==> src/hdl/hrqa_pkg.sv <==
`timescale 1ns / 1ps
// Shared types, constants and arithmetic helpers for the heart rate qualifier and alarm block.
// No dependencies; every other file of the block refers to this package by scoped names.

package hrqa_pkg;

	localparam int TimeW    = 32;
	localparam int BpmW     = 9;
	localparam int RateW    = 8;
	localparam int Spo2W    = 8;
	localparam int AdcW     = 12;
	localparam int TempW    = 9;
	localparam int HoldW    = 16;
	localparam int CntW     = 2;
	localparam int Spo2LimW = 7;
	localparam int CfgIdxW  = 3;
	localparam int CfgDataW = 16;
	localparam int FlagW    = 6;
	localparam int MixW     = 12;

	localparam int FlagBrady       = 0;
	localparam int FlagTachy       = 1;
	localparam int FlagHypoxia     = 2;
	localparam int FlagFever       = 3;
	localparam int FlagHypothermia = 4;
	localparam int FlagNoPulse     = 5;

	localparam logic signed [BpmW-1:0]  BpmMin     = 9'sd25;
	localparam logic signed [BpmW-1:0]  BpmMax     = 9'sd220;
	localparam logic signed [BpmW-1:0]  BpmNone    = -9'sd1;
	localparam logic signed [Spo2W-1:0] Spo2Min    = 8'sd70;
	localparam logic signed [Spo2W-1:0] Spo2Max    = 8'sd100;
	localparam logic signed [Spo2W-1:0] Spo2None   = -8'sd1;
	localparam logic [TempW-1:0]        TempBase   = 9'd340;
	localparam logic [TempW-1:0]        TempTop    = 9'd400;
	localparam logic [TempW-1:0]        TempReset  = 9'd365;
	localparam logic [AdcW-1:0]         AdcFull    = 12'd4095;
	localparam logic [TimeW-1:0]        EvalPeriod = 32'd10;
	localparam logic [TimeW-1:0]        ToggleGap  = 32'd150;

	localparam logic [RateW-1:0]    RstBpmTol   = 8'd10;
	localparam logic [CntW-1:0]     RstConfirm  = 2'd3;
	localparam logic [RateW-1:0]    RstBrady    = 8'd50;
	localparam logic [RateW-1:0]    RstTachy    = 8'd120;
	localparam logic [Spo2LimW-1:0] RstHypoxia  = 7'd90;
	localparam logic [TempW-1:0]    RstFever    = 9'd385;
	localparam logic [TempW-1:0]    RstHypother = 9'd355;
	localparam logic [HoldW-1:0]    RstHold     = 16'd5000;

	typedef enum logic [CfgIdxW-1:0] {
		CFG_BPM_TOL,
		CFG_CONFIRM,
		CFG_BRADY,
		CFG_TACHY,
		CFG_HYPOXIA,
		CFG_FEVER,
		CFG_HYPOTHERMIA,
		CFG_HOLD
	} cfg_idx_t;

	typedef struct packed {
		logic [RateW-1:0]    bpm_tolerance;
		logic [CntW-1:0]     confirmations_needed;
		logic [RateW-1:0]    brady_limit;
		logic [RateW-1:0]    tachy_limit;
		logic [Spo2LimW-1:0] hypoxia_limit;
		logic [TempW-1:0]    fever_limit_tenths;
		logic [TempW-1:0]    hypothermia_limit_tenths;
		logic [HoldW-1:0]    critical_hold_ms;
	} cfg_t;

	typedef struct packed {
		logic [TimeW-1:0]        now_ms;
		logic signed [BpmW-1:0]  bpm_reading;
		logic                    finger_present;
		logic signed [Spo2W-1:0] spo2_reading;
		logic [AdcW-1:0]         temp_adc;
	} item_t;

	typedef struct packed {
		logic [RateW-1:0]        heart_rate;
		logic signed [Spo2W-1:0] spo2_value;
		logic [TempW-1:0]        temp_tenths;
		logic                    buzzer_on;
		logic                    rate_confirmed;
		logic [FlagW-1:0]        flags;
	} result_t;

	// Quotient by ten through a reciprocal; exact for every input below 2560, as the quotient has eight bits.
	function automatic logic [RateW-1:0] div10(input logic [MixW-1:0] x);
		logic [24:0] p;
		p = 25'(x) * 25'd6554;
		return p[23:16];
	endfunction

	// Scales a raw sample to tenths of a degree: adc * 60 / 4095 + 340, truncated.
	function automatic logic [TempW-1:0] temp_scale(input logic [AdcW-1:0] adc);
		logic [17:0] x;
		logic [5:0]  q;
		logic [12:0] r;
		x = 18'(adc) * 18'd60;
		q = x[17:12];
		r = 13'(x[11:0]) + 13'(q);
		if (r >= 13'(AdcFull)) begin
			q = q + 6'd1;
		end
		return 9'(q) + TempBase;
	endfunction

endpackage

==> src/hdl/hrqa_if.sv <==
`timescale 1ns / 1ps
// Valid/ready channel interfaces for the pulse item, result and register write channels.
// Depends on hrqa_pkg for field widths.

interface hrqa_item_if;
	logic                                  valid;
	logic                                  ready;
	logic [hrqa_pkg::TimeW-1:0]            now_ms;
	logic signed [hrqa_pkg::BpmW-1:0]      bpm_reading;
	logic                                  finger_present;
	logic signed [hrqa_pkg::Spo2W-1:0]     spo2_reading;
	logic [hrqa_pkg::AdcW-1:0]             temp_adc;

	modport source(output valid, now_ms, bpm_reading, finger_present, spo2_reading, temp_adc,
		input ready);
	modport sink(input valid, now_ms, bpm_reading, finger_present, spo2_reading, temp_adc,
		output ready);
endinterface

interface hrqa_result_if;
	logic                                  valid;
	logic                                  ready;
	logic [hrqa_pkg::RateW-1:0]            heart_rate;
	logic signed [hrqa_pkg::Spo2W-1:0]     spo2_value;
	logic [hrqa_pkg::TempW-1:0]            temp_tenths;
	logic                                  buzzer_on;
	logic                                  rate_confirmed;
	logic                                  brady_alarm;
	logic                                  tachy_alarm;
	logic                                  hypoxia_alarm;
	logic                                  fever_alarm;
	logic                                  hypothermia_alarm;
	logic                                  no_pulse_alarm;

	modport source(output valid, heart_rate, spo2_value, temp_tenths, buzzer_on, rate_confirmed,
		brady_alarm, tachy_alarm, hypoxia_alarm, fever_alarm, hypothermia_alarm, no_pulse_alarm,
		input ready);
	modport sink(input valid, heart_rate, spo2_value, temp_tenths, buzzer_on, rate_confirmed,
		brady_alarm, tachy_alarm, hypoxia_alarm, fever_alarm, hypothermia_alarm, no_pulse_alarm,
		output ready);
endinterface

interface hrqa_cfg_if;
	logic                            valid;
	logic                            ready;
	logic [hrqa_pkg::CfgIdxW-1:0]    index;
	logic [hrqa_pkg::CfgDataW-1:0]   data;

	modport source(output valid, index, data, input ready);
	modport sink(input valid, index, data, output ready);
endinterface

==> src/hdl/hrqa_cfg_regs.sv <==
`timescale 1ns / 1ps
// Configuration register file; each write beat updates one threshold register.
// Depends on hrqa_pkg and the hrqa_cfg_if interface.

module hrqa_cfg_regs (
	input  logic              clk,
	input  logic              arst_n,
	hrqa_cfg_if.sink          wr,
	output hrqa_pkg::cfg_t    cfg
);

	hrqa_pkg::cfg_t cfg_q;
	hrqa_pkg::cfg_idx_t idx;

	assign wr.ready = 1'b1;
	assign idx = hrqa_pkg::cfg_idx_t'(wr.index);
	assign cfg = cfg_q;

	always_ff @(posedge clk or negedge arst_n) begin
		if (!arst_n) begin
			cfg_q.bpm_tolerance            <= hrqa_pkg::RstBpmTol;
			cfg_q.confirmations_needed     <= hrqa_pkg::RstConfirm;
			cfg_q.brady_limit              <= hrqa_pkg::RstBrady;
			cfg_q.tachy_limit              <= hrqa_pkg::RstTachy;
			cfg_q.hypoxia_limit            <= hrqa_pkg::RstHypoxia;
			cfg_q.fever_limit_tenths       <= hrqa_pkg::RstFever;
			cfg_q.hypothermia_limit_tenths <= hrqa_pkg::RstHypother;
			cfg_q.critical_hold_ms         <= hrqa_pkg::RstHold;
		end else if (wr.valid) begin
			unique case (idx)
				hrqa_pkg::CFG_BPM_TOL:     cfg_q.bpm_tolerance <= wr.data[hrqa_pkg::RateW-1:0];
				hrqa_pkg::CFG_CONFIRM:     cfg_q.confirmations_needed <= wr.data[hrqa_pkg::CntW-1:0];
				hrqa_pkg::CFG_BRADY:       cfg_q.brady_limit <= wr.data[hrqa_pkg::RateW-1:0];
				hrqa_pkg::CFG_TACHY:       cfg_q.tachy_limit <= wr.data[hrqa_pkg::RateW-1:0];
				hrqa_pkg::CFG_HYPOXIA:     cfg_q.hypoxia_limit <= wr.data[hrqa_pkg::Spo2LimW-1:0];
				hrqa_pkg::CFG_FEVER:       cfg_q.fever_limit_tenths <= wr.data[hrqa_pkg::TempW-1:0];
				hrqa_pkg::CFG_HYPOTHERMIA: begin
					cfg_q.hypothermia_limit_tenths <= wr.data[hrqa_pkg::TempW-1:0];
				end
				hrqa_pkg::CFG_HOLD:        cfg_q.critical_hold_ms <= wr.data;
				default:                   cfg_q <= cfg_q;
			endcase
		end
	end

endmodule

==> src/hdl/hrqa_core.sv <==
`timescale 1ns / 1ps
// Per-beat state update: rate qualification, smoothing, 10 ms evaluation, alarms and buzzer.
// Depends on hrqa_pkg; the state advances only on beats presented with fire high.

module hrqa_core (
	input  logic                clk,
	input  logic                arst_n,
	input  hrqa_pkg::cfg_t      cfg,
	input  logic                fire,
	input  hrqa_pkg::item_t     item,
	output hrqa_pkg::result_t   res
);

	localparam int TW = hrqa_pkg::TimeW;
	localparam int RW = hrqa_pkg::RateW;

	logic [RW-1:0]                    cand_q, smooth_q;
	logic [hrqa_pkg::CntW-1:0]        cnt_q;
	logic [TW-1:0]                    last_valid_q, crit_start_q, next_eval_q, last_toggle_q;
	logic                             latch_q, phase_q, buzz_q;
	logic signed [hrqa_pkg::Spo2W-1:0] spo2_q;
	logic [hrqa_pkg::TempW-1:0]       temp_q;
	logic [hrqa_pkg::FlagW-1:0]       flags_q;

	logic [RW-1:0]                    cand_n, smooth_n;
	logic [hrqa_pkg::CntW-1:0]        cnt_n;
	logic signed [hrqa_pkg::BpmW-1:0] instant_n;
	logic [TW-1:0]                    last_valid_n, crit_start_n, next_eval_n, last_toggle_n;
	logic                             latch_n, phase_n, buzz_n;
	logic signed [hrqa_pkg::Spo2W-1:0] spo2_n;
	logic [hrqa_pkg::TempW-1:0]       temp_n;
	logic [hrqa_pkg::FlagW-1:0]       flags_n;

	logic [RW-1:0]   rd, diff;
	logic            rd_ok, restart, eval, out_of_range, no_valid;
	logic [TW-1:0]   hold;

	always_comb begin
		cand_n        = cand_q;
		smooth_n      = smooth_q;
		cnt_n         = cnt_q;
		instant_n     = item.bpm_reading;
		last_valid_n  = last_valid_q;
		crit_start_n  = crit_start_q;
		next_eval_n   = next_eval_q;
		last_toggle_n = last_toggle_q;
		latch_n       = latch_q;
		phase_n       = phase_q;
		buzz_n        = buzz_q;
		spo2_n        = spo2_q;
		temp_n        = temp_q;
		flags_n       = flags_q;
		out_of_range  = 1'b0;
		no_valid      = 1'b0;

		hold    = TW'(cfg.critical_hold_ms);
		rd      = item.bpm_reading[RW-1:0];
		rd_ok   = (item.bpm_reading >= hrqa_pkg::BpmMin) && (item.bpm_reading <= hrqa_pkg::BpmMax);
		diff    = (rd > cand_q) ? (rd - cand_q) : (cand_q - rd);
		restart = (cand_q == '0) || (diff > cfg.bpm_tolerance);
		eval    = (item.now_ms - next_eval_q) >= hrqa_pkg::EvalPeriod;

		if (rd_ok) begin
			last_valid_n = item.now_ms;
			if (restart) begin
				cand_n = rd;
				cnt_n  = hrqa_pkg::CntW'(1);
			end else begin
				cand_n = hrqa_pkg::div10(hrqa_pkg::MixW'(cand_q) * 12'd7
					+ hrqa_pkg::MixW'(rd) * 12'd3);
				if (cnt_q < cfg.confirmations_needed) begin
					cnt_n = cnt_q + hrqa_pkg::CntW'(1);
				end
			end
			if (cnt_n >= cfg.confirmations_needed) begin
				if (smooth_q == '0) begin
					smooth_n = cand_n;
				end else begin
					smooth_n = hrqa_pkg::div10(hrqa_pkg::MixW'(smooth_q) * 12'd8
						+ hrqa_pkg::MixW'(cand_n) * 12'd2);
				end
			end
		end

		if (!item.finger_present) begin
			smooth_n     = '0;
			instant_n    = hrqa_pkg::BpmNone;
			cand_n       = '0;
			cnt_n        = '0;
			last_valid_n = '0;
			crit_start_n = '0;
			latch_n      = 1'b0;
		end

		if (eval) begin
			next_eval_n = next_eval_q + hrqa_pkg::EvalPeriod;
			spo2_n = ((item.spo2_reading >= hrqa_pkg::Spo2Min)
				&& (item.spo2_reading <= hrqa_pkg::Spo2Max)) ? item.spo2_reading : hrqa_pkg::Spo2None;
			temp_n = hrqa_pkg::temp_scale(item.temp_adc);

			out_of_range = (instant_n >= hrqa_pkg::BpmMin)
				&& ((instant_n[RW-1:0] < cfg.brady_limit) || (instant_n[RW-1:0] > cfg.tachy_limit));
			no_valid = item.finger_present && (last_valid_n != '0)
				&& ((item.now_ms - last_valid_n) >= hold);
			if (out_of_range || no_valid) begin
				if (crit_start_n == '0) begin
					crit_start_n = item.now_ms;
				end
				if ((item.now_ms - crit_start_n) >= hold) begin
					latch_n = 1'b1;
				end
			end else begin
				crit_start_n = '0;
				latch_n      = 1'b0;
			end

			flags_n = '0;
			flags_n[hrqa_pkg::FlagBrady] = latch_n && (smooth_n != '0)
				&& (smooth_n < cfg.brady_limit);
			flags_n[hrqa_pkg::FlagTachy] = latch_n && (smooth_n > cfg.tachy_limit);
			flags_n[hrqa_pkg::FlagHypoxia] = (spo2_n > 8'sd0)
				&& (spo2_n < $signed({1'b0, cfg.hypoxia_limit}));
			flags_n[hrqa_pkg::FlagFever] = temp_n > cfg.fever_limit_tenths;
			flags_n[hrqa_pkg::FlagHypothermia] = temp_n < cfg.hypothermia_limit_tenths;
			flags_n[hrqa_pkg::FlagNoPulse] = item.finger_present && (smooth_n == '0);

			if (|flags_n) begin
				if ((item.now_ms - last_toggle_q) > hrqa_pkg::ToggleGap) begin
					phase_n       = !phase_q;
					buzz_n        = phase_n;
					last_toggle_n = item.now_ms;
				end
			end else begin
				buzz_n = 1'b0;
			end
		end
	end

	always_comb begin
		res.heart_rate     = smooth_n;
		res.spo2_value     = spo2_n;
		res.temp_tenths    = temp_n;
		res.buzzer_on      = buzz_n;
		res.rate_confirmed = latch_n;
		res.flags          = flags_n;
	end

	always_ff @(posedge clk or negedge arst_n) begin
		if (!arst_n) begin
			cand_q        <= '0;
			smooth_q      <= '0;
			cnt_q         <= '0;
			last_valid_q  <= '0;
			crit_start_q  <= '0;
			next_eval_q   <= '0;
			last_toggle_q <= '0;
			latch_q       <= 1'b0;
			phase_q       <= 1'b0;
			buzz_q        <= 1'b0;
			spo2_q        <= hrqa_pkg::Spo2None;
			temp_q        <= hrqa_pkg::TempReset;
			flags_q       <= '0;
		end else if (fire) begin
			cand_q        <= cand_n;
			smooth_q      <= smooth_n;
			cnt_q         <= cnt_n;
			last_valid_q  <= last_valid_n;
			crit_start_q  <= crit_start_n;
			next_eval_q   <= next_eval_n;
			last_toggle_q <= last_toggle_n;
			latch_q       <= latch_n;
			phase_q       <= phase_n;
			buzz_q        <= buzz_n;
			spo2_q        <= spo2_n;
			temp_q        <= temp_n;
			flags_q       <= flags_n;
		end
	end

endmodule

==> src/hdl/heart_rate_qualifier_alarm.sv <==
`timescale 1ns / 1ps
// Top level of the heart rate qualifier and alarm block.
// Depends on hrqa_pkg, the channel interfaces, hrqa_cfg_regs and hrqa_core.

// The block takes one pulse beat per clock cycle while its results are taken and returns one
// result beat for each. A beat is first held in an input register; once the result register
// can take it, the whole state update (rate qualification, smoothing, 10 ms evaluation, alarms,
// buzzer) is done in one pass and written to the result register, and a stalled result only
// blocks intake once both registers are full. The sustained rate is one beat per cycle, set by
// the state loop in the core. Register writes are always ready and take effect in the next
// cycle; they are meant to be issued while the block is idle.

module heart_rate_qualifier_alarm (
	input  logic            clk,
	input  logic            arst_n,
	hrqa_item_if.sink       item,
	hrqa_result_if.source   result,
	hrqa_cfg_if.sink        cfg
);

	hrqa_pkg::cfg_t     cfg_regs;
	hrqa_pkg::item_t    item_s1;
	hrqa_pkg::result_t  core_res;
	hrqa_pkg::result_t  res_s2;
	logic               valid_s1, valid_s2, advance, take;

	assign advance    = valid_s1 && (!valid_s2 || result.ready);
	assign item.ready = !valid_s1 || advance;
	assign take       = item.valid && item.ready;

	hrqa_cfg_regs u_cfg (
		.clk    (clk),
		.arst_n (arst_n),
		.wr     (cfg),
		.cfg    (cfg_regs)
	);

	hrqa_core u_core (
		.clk    (clk),
		.arst_n (arst_n),
		.cfg    (cfg_regs),
		.fire   (advance),
		.item   (item_s1),
		.res    (core_res)
	);

	always_ff @(posedge clk or negedge arst_n) begin
		if (!arst_n) begin
			valid_s1 <= 1'b0;
			valid_s2 <= 1'b0;
		end else begin
			if (take) begin
				valid_s1 <= 1'b1;
			end else if (advance) begin
				valid_s1 <= 1'b0;
			end
			valid_s2 <= advance || (valid_s2 && !result.ready);
		end
	end

	always_ff @(posedge clk) begin
		if (take) begin
			item_s1.now_ms         <= item.now_ms;
			item_s1.bpm_reading    <= item.bpm_reading;
			item_s1.finger_present <= item.finger_present;
			item_s1.spo2_reading   <= item.spo2_reading;
			item_s1.temp_adc       <= item.temp_adc;
		end
		if (advance) begin
			res_s2 <= core_res;
		end
	end

	assign result.valid             = valid_s2;
	assign result.heart_rate        = res_s2.heart_rate;
	assign result.spo2_value        = res_s2.spo2_value;
	assign result.temp_tenths       = res_s2.temp_tenths;
	assign result.buzzer_on         = res_s2.buzzer_on;
	assign result.rate_confirmed    = res_s2.rate_confirmed;
	assign result.brady_alarm       = res_s2.flags[hrqa_pkg::FlagBrady];
	assign result.tachy_alarm       = res_s2.flags[hrqa_pkg::FlagTachy];
	assign result.hypoxia_alarm     = res_s2.flags[hrqa_pkg::FlagHypoxia];
	assign result.fever_alarm       = res_s2.flags[hrqa_pkg::FlagFever];
	assign result.hypothermia_alarm = res_s2.flags[hrqa_pkg::FlagHypothermia];
	assign result.no_pulse_alarm    = res_s2.flags[hrqa_pkg::FlagNoPulse];

	a_rate_range: assert property (@(posedge clk) disable iff (!arst_n)
		result.valid && (result.heart_rate != '0) |->
		(result.heart_rate >= 8'd25) && (result.heart_rate <= 8'd220))
		else $error("smoothed heart rate outside the qualified range");

	a_result_hold: assert property (@(posedge clk) disable iff (!arst_n)
		result.valid && !result.ready |=>
		result.valid && $stable(result.heart_rate) && $stable(result.temp_tenths))
		else $error("waiting result beat changed before it was taken");

	a_spo2_range: assert property (@(posedge clk) disable iff (!arst_n)
		result.valid && (result.spo2_value != hrqa_pkg::Spo2None) |->
		(result.spo2_value >= hrqa_pkg::Spo2Min) && (result.spo2_value <= hrqa_pkg::Spo2Max))
		else $error("held SpO2 is neither invalid nor in range");

	a_temp_range: assert property (@(posedge clk) disable iff (!arst_n)
		result.valid |->
		(result.temp_tenths >= hrqa_pkg::TempBase) && (result.temp_tenths <= hrqa_pkg::TempTop))
		else $error("temperature outside the scaled range");

endmodule

==> src/flat_wrapper.sv <==
// flat-port wrapper written by rule: the top's interface ports become plain ports
module heart_rate_qualifier_alarm_flat 
  (clk, arst_n, item_valid, item_now_ms, item_bpm_reading, item_finger_present, item_spo2_reading, item_temp_adc, item_ready, result_valid, result_heart_rate, result_spo2_value, result_temp_tenths, result_buzzer_on, result_rate_confirmed, result_brady_alarm, result_tachy_alarm, result_hypoxia_alarm, result_fever_alarm, result_hypothermia_alarm, result_no_pulse_alarm, result_ready, cfg_valid, cfg_index, cfg_data, cfg_ready);
  hrqa_item_if item_i ();
  hrqa_result_if result_i ();
  hrqa_cfg_if cfg_i ();
  input  logic clk;
  input  logic arst_n;
  input wire logic [$bits(item_i.valid)-1:0] item_valid;
  input wire logic [$bits(item_i.now_ms)-1:0] item_now_ms;
  input wire logic [$bits(item_i.bpm_reading)-1:0] item_bpm_reading;
  input wire logic [$bits(item_i.finger_present)-1:0] item_finger_present;
  input wire logic [$bits(item_i.spo2_reading)-1:0] item_spo2_reading;
  input wire logic [$bits(item_i.temp_adc)-1:0] item_temp_adc;
  output wire logic [$bits(item_i.ready)-1:0] item_ready;
  output wire logic [$bits(result_i.valid)-1:0] result_valid;
  output wire logic [$bits(result_i.heart_rate)-1:0] result_heart_rate;
  output wire logic [$bits(result_i.spo2_value)-1:0] result_spo2_value;
  output wire logic [$bits(result_i.temp_tenths)-1:0] result_temp_tenths;
  output wire logic [$bits(result_i.buzzer_on)-1:0] result_buzzer_on;
  output wire logic [$bits(result_i.rate_confirmed)-1:0] result_rate_confirmed;
  output wire logic [$bits(result_i.brady_alarm)-1:0] result_brady_alarm;
  output wire logic [$bits(result_i.tachy_alarm)-1:0] result_tachy_alarm;
  output wire logic [$bits(result_i.hypoxia_alarm)-1:0] result_hypoxia_alarm;
  output wire logic [$bits(result_i.fever_alarm)-1:0] result_fever_alarm;
  output wire logic [$bits(result_i.hypothermia_alarm)-1:0] result_hypothermia_alarm;
  output wire logic [$bits(result_i.no_pulse_alarm)-1:0] result_no_pulse_alarm;
  input wire logic [$bits(result_i.ready)-1:0] result_ready;
  input wire logic [$bits(cfg_i.valid)-1:0] cfg_valid;
  input wire logic [$bits(cfg_i.index)-1:0] cfg_index;
  input wire logic [$bits(cfg_i.data)-1:0] cfg_data;
  output wire logic [$bits(cfg_i.ready)-1:0] cfg_ready;
  assign item_i.valid = item_valid;
  assign item_i.now_ms = item_now_ms;
  assign item_i.bpm_reading = item_bpm_reading;
  assign item_i.finger_present = item_finger_present;
  assign item_i.spo2_reading = item_spo2_reading;
  assign item_i.temp_adc = item_temp_adc;
  assign item_ready = item_i.ready;
  assign result_valid = result_i.valid;
  assign result_heart_rate = result_i.heart_rate;
  assign result_spo2_value = result_i.spo2_value;
  assign result_temp_tenths = result_i.temp_tenths;
  assign result_buzzer_on = result_i.buzzer_on;
  assign result_rate_confirmed = result_i.rate_confirmed;
  assign result_brady_alarm = result_i.brady_alarm;
  assign result_tachy_alarm = result_i.tachy_alarm;
  assign result_hypoxia_alarm = result_i.hypoxia_alarm;
  assign result_fever_alarm = result_i.fever_alarm;
  assign result_hypothermia_alarm = result_i.hypothermia_alarm;
  assign result_no_pulse_alarm = result_i.no_pulse_alarm;
  assign result_i.ready = result_ready;
  assign cfg_i.valid = cfg_valid;
  assign cfg_i.index = cfg_index;
  assign cfg_i.data = cfg_data;
  assign cfg_ready = cfg_i.ready;
  heart_rate_qualifier_alarm u_core (.clk(clk), .arst_n(arst_n), .item(item_i), .result(result_i), .cfg(cfg_i));
endmodule
==> config.mk <==
export PLATFORM = sky130hd
export DESIGN_NAME = heart_rate_qualifier_alarm_flat
export DESIGN_NICKNAME = d
export VERILOG_FILES = /design/src/hdl/hrqa_pkg.sv /design/src/hdl/hrqa_if.sv /design/src/hdl/hrqa_cfg_regs.sv /design/src/hdl/hrqa_core.sv /design/src/hdl/heart_rate_qualifier_alarm.sv /design/src/flat_wrapper.sv
export SDC_FILE = /design/constraint.sdc
export NUM_CORES = 1
export LEC_CHECK = 0
export BUFFER_PORTS_ARGS = -buffer_cell sky130_fd_sc_hd__buf_4
export CORE_UTILIZATION = 35
export CTS_CLUSTER_DIAMETER = 100
export DETAILED_ROUTE_END_ITERATION = 8
export SYNTH_ARGS = -nofsm -noshare
export SYNTH_HDL_FRONTEND = slang
export SYNTH_SLANG_ARGS = --single-unit
==> constraint.sdc <==
create_clock -name clk -period 14.05 [get_ports clk]
set_input_delay 2.81 -clock clk [delete_from_list [all_inputs] [get_ports clk]]
set_output_delay 2.81 -clock clk [all_outputs]
set_load 0.05 [all_outputs]
==> reports/metrics.cfg <==
[setup_path]
critPathRequiredTime_ns = 14.50
cpPeakStageDelay_ns = 0.54
crit_fanout = 7
start_kind = flip-flop
endpoint_kind = flip-flop
cp_slowest_cell = fa_1
crit_type = flip-flop to flip-flop
crit_arrival_ns = 14.65
crit_top_cell = fa_1

[die]
fp.dieW_um = 307
start_util_pct = 35.5
die_h_um = 307
io_pins = 122
core_um2 = 91900
row_count = 111
die_area_um2 = 94400

[sta]
fin_crit_sh_pct = 101
hold_viol_final = 0
relSlewSlack_pct = 25.3
fin_ws_ns = -0.149
fmax_mhz = 70.4
finalClockSkew_ns = 0.0199
setup_viol = 33
slew_violations = 0
period_minus_slack_ns = 14.20
rsz0062_at_grt = true
tightest_slew_ns = 1.11

[final_layout]
fillerInstances = 9120
layout-drive-gt1-share_pct = 20.8
fin_nets = 4538
stdcell_count = 5158
area.growth.synth_to_final_pct = 19.4

[clock_tree]
root_buffer = clkbuf_16
numCtsBuffers = 40
cts_tree = done
cts-hold-fix-buffers = 0
clkTransAtPathRegs_ns = 0.07
clock_latency_ns = 0.58
ctsHtreeMaxLevel = 2
max-clock-path-buffers = 3
cts.sinks = 335

[drt]
postRouteAntennaNets = 0
drc = 0
vias = 27205
wl_um = 94600
drtIter0Drc = 1535
wl_per_cell_um = 18.3
first_pass_iters = 5
via_per_inst = 5.27

[worst_hold_path]
hp-class = flip-flop to flip-flop

[status]
status = complete, but fails checks
violations = negative setup slack

[grt]
grt_overflow = 0
grt_max_degree = 94
antenna_found_initial = 1
grt_pass1_vias = 27057
grt_pass1_wl_um = 149000
grt_usage_pct = 19.8

[job]
cap_viol_max_count = 0

[logic_synthesis]
synthCells = 3569
synth_flop_cell = dfrtp_1
ys_seq_elements = 335
avgSynthCellArea_um2 = 9.14
yosysWarnings = 0
async_flop_share_pct = 71.6
synth_edf_count = 95
ys_types = 109
netlist_area_um2 = 32600
ys_seq_area_share_pct = 27.3

[placement]
place_inst = 5040
routabilityCongestion = 0.935
hpwl_um = 71600
port_buffers = 120

[per-layer routing]
metal	wire, µm	GRT usage [%]
met5	0	0
met4	2800	5.89
met3	3430	1.98
met2	45100	33.8
met1	43300	26.5
[synth_stat cells, types with 11 or more instances]
cell        n  area, µm²
nor3_1     64        320
nand2b_1   33        206
o22ai_1    11       68.8
mux2_2    110       1240
xor2_1     52        455
xnor2_1   108        946
and3_1     25        156
a21o_1     69        518
nand4_1    57        357
or2_2      18        113
mux2i_1    23        230
nand2_1   338       1270
dfrtp_1   198       4950
dfstp_2    42       1100
o211ai_1   25        188
nor2_1    152        571
o21a_1     38        285
a31oi_1    20        125
a211o_1    12        105
inv_1     449       1690
and2_1     23        144
a21oi_1   197        986
fa_1      118       2360
nor2b_1    30        188
a31o_2     12        105
nand3_1    54        270
o31ai_1    17        128
ha_1      452       5660
o21bai_1   29        218
mux2_4     28        420
edfxtp_1   95       2850
clkbuf_1   68        255
o21ai_0   234       1170
a211oi_1   36        270
nor4_1     47        294
or3_1      11       68.8
a22oi_1    32        240
[logic make-up (layout without fill, tap and decap cells)]
kind of cell    after synthesis  in the layout  synth area share, %
buf+inv                     547            891                 6.54
compound gates              873            873                 17.5
other cells                   1              3               0.0115
xor+xnor                    160            160                 4.30
mux                         161            161                 5.79
fa+ha+maj                   570            570                 24.6
flops                       335            335                 27.3
simple gates                922            922                 14.0
[final cells by class]
class	count	area [µm²]	share of cell area, %
flip-flops and latches	335	8910	22.9
repair buffers	364	2860	7.34
clock inverters	17	246	0.633
diodes	1	2.50	0.00643
well taps	1243	1560	3.99
multi-input cells	2688	22500	57.8
clock buffers	57	1160	2.97
inverters	453	1700	4.37
[cells in the final DEF, fill, tap and decap left out, drive strengths merged, types with 23 or more instances in the layout]
cell / Yosys / routed
inv: 450 / 454
nand2: 338 / 338
mux2i: 23 / 23
fa: 118 / 118
a21o: 70 / 70
a22oi: 32 / 32
a211oi: 37 / 37
o21bai: 29 / 29
o21a: 39 / 39
edfxtp: 95 / 95
buf: 20 / 363
clkbuf: 74 / 58
ha: 452 / 452
xnor2: 108 / 108
nor4: 49 / 49
o21ai: 240 / 240
nor3: 64 / 64
dfstp: 42 / 42
mux2: 138 / 138
nor2b: 30 / 30
nor2: 152 / 152
and3: 28 / 28
dfrtp: 198 / 198
nand4: 57 / 57
nand2b: 33 / 33
o211ai: 26 / 26
a21oi: 198 / 198
xor2: 52 / 52
and2: 24 / 24
nand3: 54 / 54
[flip-flops by register name, summed over array words and instances (netlist names), 2 cells and up]
name and cells:
u_core.item_s1 62, u_core.result.heart_rate 8, u_core.result.spo2_value 8, u_core.result.temp_tenths 9, u_core.u_cfg.cfg 67, u_core.u_core.cand_q 8
u_core.u_core.cnt_q 2, u_core.u_core.crit_start_q 32, u_core.u_core.flags_q 6, u_core.u_core.last_toggle_q 32, u_core.u_core.last_valid_q 32, u_core.u_core.next_eval_q 31
u_core.u_core.smooth_q 8, u_core.u_core.spo2_q 8, u_core.u_core.temp_q 9
[worst max-delay path, delay by kind of cell, from the launching register on]
kind | cells | cell delay, ns
flops | 1 | 0.44
compound gates | 23 | 3.39
buf+inv | 14 | 1.10
simple gates | 8 | 1.24
fa+ha+maj | 17 | 7.08
xor+xnor | 4 | 0.48
mux | 1 | 0.30
[path summary, 6_finish.rpt]
kind                                    startpoint                         endpoint  slack [ns]  cells past startpoint
min in group asynchronous                   arst_n  u_core.u_core.last_toggle_q[19]        2.26                      1
max reg2reg                     u_core.item_s1[23]  u_core.u_core.last_toggle_q[22]       -0.15                     67
min                        u_core.u_core.spo2_q[0]          u_core.u_core.spo2_q[0]        0.46                      2
max in group asynchronous                   arst_n          u_core.u_core.cand_q[1]       10.17                      2
max                             u_core.item_s1[23]  u_core.u_core.last_toggle_q[22]       -0.15                     67
min reg2reg                u_core.u_core.spo2_q[0]          u_core.u_core.spo2_q[0]        0.46                      2
[metrics by stage]
step	cell area [µm²]	setup slack, ns	hold slack (ns)	setup TNS (ns)	util (%)
6_report	38900	-0.149	0.455	-3.78	42.4
5_1_grt	38900	-0.843	0.476	-28.73	42.3
4_1_cts	38500	-0.0319	0.457	-0.507	41.8
3_5_place_dp	36400	-0.502	0.447	-15.99	39.6
3_3_place_gp	36400	-0.312	0.442	-9.67	39.6
2_1_floorplan	32800	0.00523	0.438	0	-
[timing repair]
action / CTS / global route
pin swaps: 59 / 41
setup buffers: 31 / 11
gates resized for setup: 67 / 76
cloned: 2 / 1
endpoints found under the setup margin: 37 / 40
Power is left out: the tool's default activity adds up to more than one toggle a clock period on the data nets, which glitch-free logic cannot reach.
